[config.mk]
export PLATFORM = sky130hd
export DESIGN_NAME = arp_table_lru_cache_unit
export DESIGN_NICKNAME = d
export VERILOG_FILES = /design/src/design/arpc_pkg.sv /design/src/design/arpc_ctrl.sv /design/src/design/arpc_datapath.sv /design/src/design/arp_table_lru_cache_unit.sv
export VERILOG_INCLUDE_DIRS = /design/src /design/src/design
export SDC_FILE = /design/constraint.sdc
export NUM_CORES = 2
export LEC_CHECK = 0
export BUFFER_PORTS_ARGS = -buffer_cell sky130_fd_sc_hd__buf_4
export CAP_MARGIN = 25
export CORE_MARGIN = 10
export CORE_UTILIZATION = 63
export CTS_CLUSTER_SIZE = 30
export DETAILED_ROUTE_END_ITERATION = 10
export PLACE_DENSITY = 0.8
export SYNTH_ARGS = -nofsm -noshare
export SYNTH_HDL_FRONTEND = slang
export SYNTH_HIERARCHICAL = 1
export SYNTH_SLANG_ARGS = --single-unit
[constraint.sdc]
create_clock -name clk -period 19.5 [get_ports clk]
set_input_delay 1.95 -clock clk [delete_from_list [all_inputs] [get_ports clk]]
set_output_delay 1.95 -clock clk [all_outputs]
set_load 0.02 [all_outputs]
[src/design/arp_table_lru_cache_unit_macros.svh]
// ----------------------------------------------------------------------------
// ARP table cache assertion macros
// Concurrent assertion wrappers on clk and rst_n; empty in synthesis.
// ----------------------------------------------------------------------------
`ifndef ARP_TABLE_LRU_CACHE_UNIT_MACROS_SVH
`define ARP_TABLE_LRU_CACHE_UNIT_MACROS_SVH

`ifndef SYNTHESIS
// Check that prop holds at every clock edge out of reset.
`define ARPC_ASSERT(lbl, prop, msg) \
  lbl: assert property (@(posedge clk) disable iff (!rst_n) prop) else $error(msg);
// Check that cond never holds at a clock edge out of reset.
`define ARPC_ASSERT_NEVER(lbl, cond, msg) \
  lbl: assert property (@(posedge clk) disable iff (!rst_n) !(cond)) else $error(msg);
`else
`define ARPC_ASSERT(lbl, prop, msg)
`define ARPC_ASSERT_NEVER(lbl, cond, msg)
`endif

`endif

[src/design/arpc_pkg.sv]
// ----------------------------------------------------------------------------
// ARP table cache package
// Shared widths, opcodes, controller states and command/status bundles.
// ----------------------------------------------------------------------------
package arpc_pkg;

  localparam int DEF_TABLE_ENTRIES = 16;

  localparam int IP_W   = 32;
  localparam int MAC_W  = 48;
  localparam int SLOT_W = 4;

  localparam logic OP_UPDATE = 1'b0;
  localparam logic OP_LOOKUP = 1'b1;

  typedef enum logic [2:0] {
    ST_IDLE,
    ST_SCAN,
    ST_SCAN_WAIT,
    ST_DECIDE,
    ST_PROMOTE,
    ST_PROM_WAIT,
    ST_DONE
  } ctrl_state_t;

  // Controller to datapath
  typedef struct packed {
    logic load;       // capture request fields, clear scan trackers
    logic cnt_clr;    // restart the entry counter
    logic rd_en;      // read the entry at the counter and advance
    logic promote;    // read belongs to the promote pass
    logic decide;     // pick target slot and build result
    logic publish;    // move result into the output register
  } cmd_t;

  // Datapath to controller
  typedef struct packed {
    logic last;       // counter sits on the last entry
    logic is_lookup;  // captured request is a lookup
    logic out_free;   // output register can take a result
  } sts_t;

endpackage

[src/design/arpc_ctrl.sv]
// ----------------------------------------------------------------------------
// ARP table cache controller
// Sequences scan, decide, promote and result hand-off for one request.
// ----------------------------------------------------------------------------
module arpc_ctrl (
  input  logic            clk,
  input  logic            rst_n,
  input  logic            in_valid,
  output logic            in_ready,
  input  arpc_pkg::sts_t  sts,
  output arpc_pkg::cmd_t  cmd
);

  arpc_pkg::ctrl_state_t state_r, state_nxt;

  always_ff @(posedge clk) begin
    if (!rst_n) begin
      state_r <= arpc_pkg::ST_IDLE;
    end else begin
      state_r <= state_nxt;
    end
  end

  always_comb begin
    state_nxt = state_r;
    case (state_r)
      arpc_pkg::ST_IDLE: begin
        if (in_valid) state_nxt = arpc_pkg::ST_SCAN;
      end
      arpc_pkg::ST_SCAN: begin
        if (sts.last) state_nxt = arpc_pkg::ST_SCAN_WAIT;
      end
      arpc_pkg::ST_SCAN_WAIT: begin
        state_nxt = arpc_pkg::ST_DECIDE;
      end
      arpc_pkg::ST_DECIDE: begin
        state_nxt = sts.is_lookup ? arpc_pkg::ST_DONE : arpc_pkg::ST_PROMOTE;
      end
      arpc_pkg::ST_PROMOTE: begin
        if (sts.last) state_nxt = arpc_pkg::ST_PROM_WAIT;
      end
      arpc_pkg::ST_PROM_WAIT: begin
        state_nxt = arpc_pkg::ST_DONE;
      end
      arpc_pkg::ST_DONE: begin
        if (sts.out_free) state_nxt = arpc_pkg::ST_IDLE;
      end
      default: begin
        state_nxt = arpc_pkg::ST_IDLE;
      end
    endcase
  end

  always_comb begin
    cmd      = '0;
    in_ready = 1'b0;
    case (state_r)
      arpc_pkg::ST_IDLE: begin
        in_ready = 1'b1;
        if (in_valid) begin
          cmd.load    = 1'b1;
          cmd.cnt_clr = 1'b1;
        end
      end
      arpc_pkg::ST_SCAN: begin
        cmd.rd_en = 1'b1;
      end
      arpc_pkg::ST_DECIDE: begin
        cmd.decide  = 1'b1;
        cmd.cnt_clr = 1'b1;
      end
      arpc_pkg::ST_PROMOTE: begin
        cmd.rd_en   = 1'b1;
        cmd.promote = 1'b1;
      end
      arpc_pkg::ST_DONE: begin
        cmd.publish = sts.out_free;
      end
      default: begin
        cmd = '0;
      end
    endcase
  end

endmodule

[src/design/arpc_datapath.sv]
// ----------------------------------------------------------------------------
// ARP table cache datapath
// Entry memory, valid bits, scan trackers, replacement choice and output stage.
// ----------------------------------------------------------------------------
module arpc_datapath #(
  parameter int TABLE_ENTRIES = arpc_pkg::DEF_TABLE_ENTRIES
) (
  input  logic                         clk,
  input  logic                         rst_n,
  input  arpc_pkg::cmd_t               cmd,
  output arpc_pkg::sts_t               sts,
  input  logic                         in_opcode,
  input  logic [arpc_pkg::IP_W-1:0]    in_ip_address,
  input  logic [arpc_pkg::MAC_W-1:0]   in_mac_address,
  output logic                         out_valid,
  input  logic                         out_ready,
  output logic                         out_hit,
  output logic [arpc_pkg::MAC_W-1:0]   out_found_mac,
  output logic [arpc_pkg::SLOT_W-1:0]  out_slot,
  output logic                         out_evicted
);

  localparam int IDX_W = $clog2(TABLE_ENTRIES);
  localparam int AGE_W = IDX_W;
  localparam int ENT_W = arpc_pkg::IP_W + arpc_pkg::MAC_W + AGE_W;

  // Request capture
  logic                        op_r;
  logic [arpc_pkg::IP_W-1:0]   ip_r;
  logic [arpc_pkg::MAC_W-1:0]  mac_r;

  always_ff @(posedge clk) begin
    if (cmd.load) begin
      op_r  <= in_opcode;
      ip_r  <= in_ip_address;
      mac_r <= in_mac_address;
    end
  end

  // Entry counter
  logic [IDX_W-1:0] cnt_r;

  always_ff @(posedge clk) begin
    if (!rst_n) begin
      cnt_r <= '0;
    end else if (cmd.cnt_clr) begin
      cnt_r <= '0;
    end else if (cmd.rd_en) begin
      cnt_r <= cnt_r + 1'b1;
    end
  end

  // Entry memory {ip, mac, age} and valid bits
  logic [ENT_W-1:0]         mem [TABLE_ENTRIES];
  logic [TABLE_ENTRIES-1:0] valid_r;
  logic [ENT_W-1:0]         rd_data_r;
  logic                     rd_vbit_r;
  logic [IDX_W-1:0]         rd_idx_r;
  logic                     rd_vld_r;
  logic                     rd_prom_r;
  logic                     wr_en;
  logic [ENT_W-1:0]         wr_data;

  always_ff @(posedge clk) begin
    if (wr_en) mem[rd_idx_r] <= wr_data;
    if (cmd.rd_en) begin
      rd_data_r <= mem[cnt_r];
      rd_vbit_r <= valid_r[cnt_r];
      rd_idx_r  <= cnt_r;
      rd_prom_r <= cmd.promote;
    end
  end

  always_ff @(posedge clk) begin
    if (!rst_n) begin
      rd_vld_r <= 1'b0;
    end else begin
      rd_vld_r <= cmd.rd_en;
    end
  end

  logic [arpc_pkg::IP_W-1:0]  rd_ip;
  logic [arpc_pkg::MAC_W-1:0] rd_mac;
  logic [AGE_W-1:0]           rd_age;
  logic                       scan_ev;
  logic                       prom_ev;
  logic                       is_lookup;

  assign rd_ip     = rd_data_r[ENT_W-1 -: arpc_pkg::IP_W];
  assign rd_mac    = rd_data_r[AGE_W +: arpc_pkg::MAC_W];
  assign rd_age    = rd_data_r[AGE_W-1:0];
  assign scan_ev   = rd_vld_r && !rd_prom_r;
  assign prom_ev   = rd_vld_r && rd_prom_r;
  assign is_lookup = (op_r == arpc_pkg::OP_LOOKUP);

  // Scan trackers: best match, first free slot, oldest valid entry
  logic                       m_found_r;
  logic [IDX_W-1:0]           m_idx_r;
  logic [AGE_W-1:0]           m_age_r;
  logic [arpc_pkg::MAC_W-1:0] m_mac_r;
  logic                       free_found_r;
  logic [IDX_W-1:0]           free_idx_r;
  logic                       old_seen_r;
  logic [IDX_W-1:0]           old_idx_r;
  logic [AGE_W-1:0]           old_age_r;

  always_ff @(posedge clk) begin
    if (!rst_n || cmd.load) begin
      m_found_r    <= 1'b0;
      free_found_r <= 1'b0;
      old_seen_r   <= 1'b0;
    end else if (scan_ev) begin
      if (is_lookup) begin
        if (rd_vbit_r && rd_ip == ip_r && (!m_found_r || rd_age < m_age_r)) begin
          m_found_r <= 1'b1;
          m_idx_r   <= rd_idx_r;
          m_age_r   <= rd_age;
          m_mac_r   <= rd_mac;
        end
      end else if (rd_vbit_r && rd_mac == mac_r && !m_found_r) begin
        m_found_r <= 1'b1;
        m_idx_r   <= rd_idx_r;
        m_age_r   <= rd_age;
      end
      if (!rd_vbit_r && !free_found_r) begin
        free_found_r <= 1'b1;
        free_idx_r   <= rd_idx_r;
      end
      if (rd_vbit_r && (!old_seen_r || rd_age > old_age_r)) begin
        old_seen_r <= 1'b1;
        old_idx_r  <= rd_idx_r;
        old_age_r  <= rd_age;
      end
    end
  end

  // Replacement choice and result build
  logic [IDX_W-1:0]            tgt_r;
  logic [AGE_W-1:0]            lim_r;
  logic                        nolim_r;
  logic                        res_hit_r;
  logic [arpc_pkg::MAC_W-1:0]  res_mac_r;
  logic [IDX_W-1:0]            res_idx_r;
  logic                        res_ev_r;
  logic [IDX_W+arpc_pkg::SLOT_W-1:0] res_idx_ext;

  always_ff @(posedge clk) begin
    if (cmd.decide) begin
      res_mac_r <= '0;
      res_ev_r  <= 1'b0;
      nolim_r   <= 1'b0;
      if (is_lookup) begin
        res_hit_r <= m_found_r;
        res_idx_r <= m_found_r ? m_idx_r : '0;
        if (m_found_r) res_mac_r <= m_mac_r;
      end else if (m_found_r) begin
        res_hit_r <= 1'b1;
        res_idx_r <= m_idx_r;
        tgt_r     <= m_idx_r;
        lim_r     <= m_age_r;
      end else if (free_found_r) begin
        res_hit_r <= 1'b0;
        res_idx_r <= free_idx_r;
        tgt_r     <= free_idx_r;
        nolim_r   <= 1'b1;
      end else begin
        res_hit_r <= 1'b0;
        res_ev_r  <= 1'b1;
        res_idx_r <= old_idx_r;
        tgt_r     <= old_idx_r;
        lim_r     <= old_age_r;
      end
    end
  end

  // Promote pass: target takes the pair at rank 0, younger entries age by one
  always_comb begin
    wr_en   = 1'b0;
    wr_data = rd_data_r;
    if (prom_ev) begin
      if (rd_idx_r == tgt_r) begin
        wr_en   = 1'b1;
        wr_data = {ip_r, mac_r, {AGE_W{1'b0}}};
      end else if (rd_vbit_r && (nolim_r || rd_age < lim_r)) begin
        wr_en   = 1'b1;
        wr_data = {rd_ip, rd_mac, AGE_W'(rd_age + 1'b1)};
      end
    end
  end

  always_ff @(posedge clk) begin
    if (!rst_n) begin
      valid_r <= '0;
    end else if (prom_ev && rd_idx_r == tgt_r) begin
      valid_r[rd_idx_r] <= 1'b1;
    end
  end

  // Output register
  logic                         out_valid_r;
  logic                         out_hit_r;
  logic [arpc_pkg::MAC_W-1:0]   out_mac_r;
  logic [arpc_pkg::SLOT_W-1:0]  out_slot_r;
  logic                         out_ev_r;

  assign res_idx_ext = {{arpc_pkg::SLOT_W{1'b0}}, res_idx_r};

  always_ff @(posedge clk) begin
    if (!rst_n) begin
      out_valid_r <= 1'b0;
    end else if (cmd.publish) begin
      out_valid_r <= 1'b1;
    end else if (out_ready) begin
      out_valid_r <= 1'b0;
    end
  end

  always_ff @(posedge clk) begin
    if (cmd.publish) begin
      out_hit_r  <= res_hit_r;
      out_mac_r  <= res_mac_r;
      out_slot_r <= res_idx_ext[arpc_pkg::SLOT_W-1:0];
      out_ev_r   <= res_ev_r;
    end
  end

  assign out_valid     = out_valid_r;
  assign out_hit       = out_hit_r;
  assign out_found_mac = out_mac_r;
  assign out_slot      = out_slot_r;
  assign out_evicted   = out_ev_r;

  assign sts.last      = (cnt_r == IDX_W'(TABLE_ENTRIES - 1));
  assign sts.is_lookup = is_lookup;
  assign sts.out_free  = !out_valid_r || out_ready;

endmodule

[src/design/arp_table_lru_cache_unit.sv]
// ----------------------------------------------------------------------------
// ARP table cache with least-recently-updated replacement
// Fully associative IPv4-to-MAC table: update refreshes or inserts, lookup
// returns the most recent entry for an IPv4 address.
// ----------------------------------------------------------------------------
//
//  Channel   Handshake            Payload
//  --------  -------------------  ----------------------------------------
//  in        in_valid/in_ready    in_opcode, in_ip_address, in_mac_address
//  out       out_valid/out_ready  out_hit, out_found_mac, out_slot,
//                                 out_evicted
//
// The entry memory has one read port, so the scan and the recency update each
// walk the table one entry per cycle; a lookup does only the scan.
// The next request is accepted at the edge after its result is published.
// Reset clears the valid bits at once; no clearing pass is needed.
// A waiting result sits in the output register while the next request is
// accepted; a finished request holds in its last state until that register
// frees up.
//
module arp_table_lru_cache_unit #(
  parameter int TABLE_ENTRIES = arpc_pkg::DEF_TABLE_ENTRIES
) (
  input  logic                         clk,
  input  logic                         rst_n,
  input  logic                         in_valid,
  output logic                         in_ready,
  input  logic                         in_opcode,
  input  logic [arpc_pkg::IP_W-1:0]    in_ip_address,
  input  logic [arpc_pkg::MAC_W-1:0]   in_mac_address,
  output logic                         out_valid,
  input  logic                         out_ready,
  output logic                         out_hit,
  output logic [arpc_pkg::MAC_W-1:0]   out_found_mac,
  output logic [arpc_pkg::SLOT_W-1:0]  out_slot,
  output logic                         out_evicted
);

  `include "arp_table_lru_cache_unit_macros.svh"

  arpc_pkg::cmd_t cmd;
  arpc_pkg::sts_t sts;

  // Controller: walks each request through scan, decide, promote (updates only), hand-off
  arpc_ctrl u_ctrl (
    .clk      (clk),
    .rst_n    (rst_n),
    .in_valid (in_valid),
    .in_ready (in_ready),
    .sts      (sts),
    .cmd      (cmd)
  );

  // Datapath: entry memory, trackers and output register
  arpc_datapath #(
    .TABLE_ENTRIES (TABLE_ENTRIES)
  ) u_dp (
    .clk            (clk),
    .rst_n          (rst_n),
    .cmd            (cmd),
    .sts            (sts),
    .in_opcode      (in_opcode),
    .in_ip_address  (in_ip_address),
    .in_mac_address (in_mac_address),
    .out_valid      (out_valid),
    .out_ready      (out_ready),
    .out_hit        (out_hit),
    .out_found_mac  (out_found_mac),
    .out_slot       (out_slot),
    .out_evicted    (out_evicted)
  );

  // An accepted request makes the block busy on the next cycle.
  `ARPC_ASSERT(a_busy_after_accept, in_valid && in_ready |=> !in_ready, "ready after accept")
  // A result is moved out only into a free output register.
  `ARPC_ASSERT(a_publish_free, cmd.publish |-> sts.out_free, "publish into full output")
  // An eviction never comes with a refresh hit.
  `ARPC_ASSERT_NEVER(a_hit_evict, out_valid && out_hit && out_evicted, "hit and evicted")

endmodule
==> impl_metrics.ini <==
[yosys]
synthSimpleGateAreaFrac = 0.0294
synth_commonest_cells = 1700 x edfxtp_1, 425 x mux4_2, 238 x nand2_1, 64 x clkbuf_1, 52 x xnor2_1
synth_area_leaders = edfxtp_1 78%, mux4_2 15%, nand2_1 1.4%
synth_nets = 2991
synthMuxAreaShare = 0.148
synthArstFlopShare = 0
yosysWarningCount = 6
synth_most_common_cell = edfxtp_1
synth_edf_count = 1700
synth_top_family_by_area = multiplexers
postSynthCellCount = 2894
synth-main-ff-cell = edfxtp_1
yosys.area_share.xor_xnor = 0.0109
syn_avg_cell_area_um2 = 22.6
yosysSeqAreaShare = 0.790
synth_fa_ha_area_frac = 0.00230
ys_ff_latch = 1728
synth.top_cell.area_share = 0.781
synth_cell_type_count = 56
synth_compound_area_frac = 0.00706
syn_area_um2 = 65400
synth_top_area_cell = edfxtp_1

[sta]
period_share = 0.221
worst_pin_slew_ns = 1.15
finalSetupViolCount = 0
slew_headroom = 0.231
drv_slew = 0
period_minus_slack_ns = 4.30
fmax_mhz = 232
tns_ns = 0
rsz0062_at_grt = false
hold_viol = 0
fin_worst_skew_ns = 0.0313

[drt]
drc = 0
vias_per_cell = 6.80
wl_um = 161000
drt_iter0_drc = 4558
ant_nets = 0
wl_per_cell_um = 34.7
first_pass_iters = 5
via_count = 31500

[layout]
drive_above_1_share = 0.272
insertedDiodeCount = 0
syn2layout_area_growth_pct = 12.0
nets = 3221
fin_area_um2 = 73200

[clock_network]
clk_path_buf_depth = 3
clkTransAtPathRegs_ns = 0.06
cts_tree = built
cts.sinks = 1728
cts_resized = 0
hold_buffers = 0
clk_latency_ns = 0.77
root_buffer = clkbuf_16
numCtsBuffers = 162
cts_setup_buffers = 0
htree_num_levels = 4

[grt]
grt_antenna_before_repair = 0
grt_pass1_wl_um = 233000
grt-ovfl-total = 0
grtUsageTotal = 0.277
grt_start_max_net_pins = 181
grt_pass1_vias = 33600

[power]
power_density_nw_per_um2 = 102
leakage_nw = 22.8
ir_drop_mv = 0.0840

[critical_path]
crit_end = u_dp/m_idx_r[3]
crit_type = in2reg
cp.depth = 9
crit_start = in_valid
reg2reg_from = u_dp/rd_idx_r[1]
worst-endpoint-required_ns = 19.93
cp_top_family = simple AND/OR/NAND/NOR gates
crit_top_cell = buf_4
r2r_setup_slack_ns = 15.25
critPathSlowestCell = buf_4
reg2reg_depth = 6
rr_endpoint = u_dp/mem[7][16]
startpoint_type = input pin
path_cells = buf_4, and2_4, and2b_1, nand4b_1, nor2_1, nand4_1, nor3_2, buf_4, a21o_1
path_buf_inv = 2
crit_fanout = 50
cp-end-kind = register
cp_slowest_stage_delay_ns = 0.70
worstPathArrival_ns = 4.73

[floorplan]
die_area_um2 = 117000
core_um2 = 103000
start_util = 0.633
ioPinCount = 141
row_count = 118
die_w_um = 342
fp.dieH_um = 342

[worst_hold_path]
hp-start = u_dp/res_mac_r[17]
hp-class = reg2reg

[placed_design]
place_area_um2 = 68100
portBuffers = 140
hpwlAfterDp_um = 75600
gp_congestion = 0.793

[flow_run]
max_cap_viol_count = 0

[status]
outcome = complete, no violations
state kept, by name, summed over array words and instances, names as in the netlist, 3 cells and up:
name / flops
u_dp/valid_r: 16
u_dp/old_idx_r: 4
u_dp/out_slot: 4
u_dp/lim_r: 4
u_dp/mem: 1344
u_dp/mac_r: 48
u_dp/m_mac_r: 48
u_dp/out_found_mac: 48
u_dp/old_age_r: 4
u_dp/rd_data_r: 84
u_dp/tgt_r: 4
u_dp/free_idx_r: 4
u_ctrl/state_r: 3
u_dp/m_age_r: 4
u_dp/cnt_r: 4
u_dp/res_mac_r: 48
u_dp/ip_r: 32
u_dp/rd_idx_r: 4
u_dp/m_idx_r: 4
u_dp/res_idx_r: 4
final cells by class:
type	instances	area (um2)
tap	1380	1730
clock buffer	215	4430
sequential	1728	51600
multi-input combinational	1004	13100
clock inverter	75	633
timing repair buffer	206	1640
inverter	22	82.6
fill	5617	30000
routing by layer:
| metal | wire length [um] | share of wire | up-vias | track usage |
|---|---|---|---|---|
| li1 | - | - | 12400 | - |
| met1 | 54600 | 0.34 | 16300 | 0.350 |
| met2 | 82700 | 0.51 | 2290 | 0.463 |
| met3 | 16400 | 0.10 | 445 | 0.0620 |
| met4 | 6990 | 0.043 | 0 | 0.122 |
| met5 | 0 | 0 | - | 0 |
how the worst min path moves through the flow:
| stage | end | slack (ns) | depth (start not counted) |
|---|---|---|---|
| final | u_dp/out_found_mac[17] | 0.42 | 0 |
| after floorplan | u_dp/out_evicted | 0.40 | 0 |
| after detailed placement | u_dp/out_found_mac[30] | 0.41 | 0 |
| after global routing | u_dp/out_found_mac[14] | 0.43 | 0 |
| after CTS | u_dp/out_slot[3] | 0.42 | 0 |
| after global placement | u_dp/out_hit | 0.40 | 0 |
cell families after synthesis:
logic type | after synthesis
DFF | 1728
and+or+nand+nor | 408
muxes | 435
xor gates and xnor gates | 81
AOI/OAI and AO/OA | 68
buffers and inverters | 162
adders and majority gates | 12
report_power, final:
part | internal [mW] | leakage [nW] | switching [mW] | total [mW]
clock | 1.71 | 2.46 | 1.33 | 3.05
combinational | 0.112 | 4.90 | 0.157 | 0.269
sequential | 4.11 | 15.4 | 0.0308 | 4.14
per-stage QoR:
| stage | std cells | power [mW] | worst slack (ns) | hold slack (ns) | utilization |
|---|---|---|---|---|---|
| finish | 4630 | 7.46 | 15.20 | 0.417 | 0.709 |
| global route | 4630 | 7.64 | 15.07 | 0.425 | 0.709 |
| CTS | 4625 | 7.49 | 15.18 | 0.415 | 0.708 |
| detailed placement | 4335 | 4.48 | 14.47 | 0.406 | 0.659 |
| global placement | 4329 | 4.46 | 14.60 | 0.402 | 0.659 |
| floorplan | 2894 | 4.39 | 9.20 | 0.400 | - |
layout by cell type (no fill, tap or decap), types with 5 or more instances in the layout:
cell and n:
mux4_2 425, buf_2 5, clkbuf_1 43, dfxtp_1 23, nor2_1 23, buf_12 5
nor4_2 14, a21oi_1 9, o21a_1 20, buf_4 193, nor3_1 14, xnor2_1 52
o21ai_0 13, ha_1 12, clkbuf_16 169, xor2_1 29, nand2_1 238, nand2b_1 9
inv_1 21, nor3_2 6, nor4_1 6, edfxtp_1 1700, and3_1 50, clkinv_2 15
mux2_2 9, clkinv_1 42, nand4_1 16, bufinv_16 9
Power figures use the tool's default switching activity.
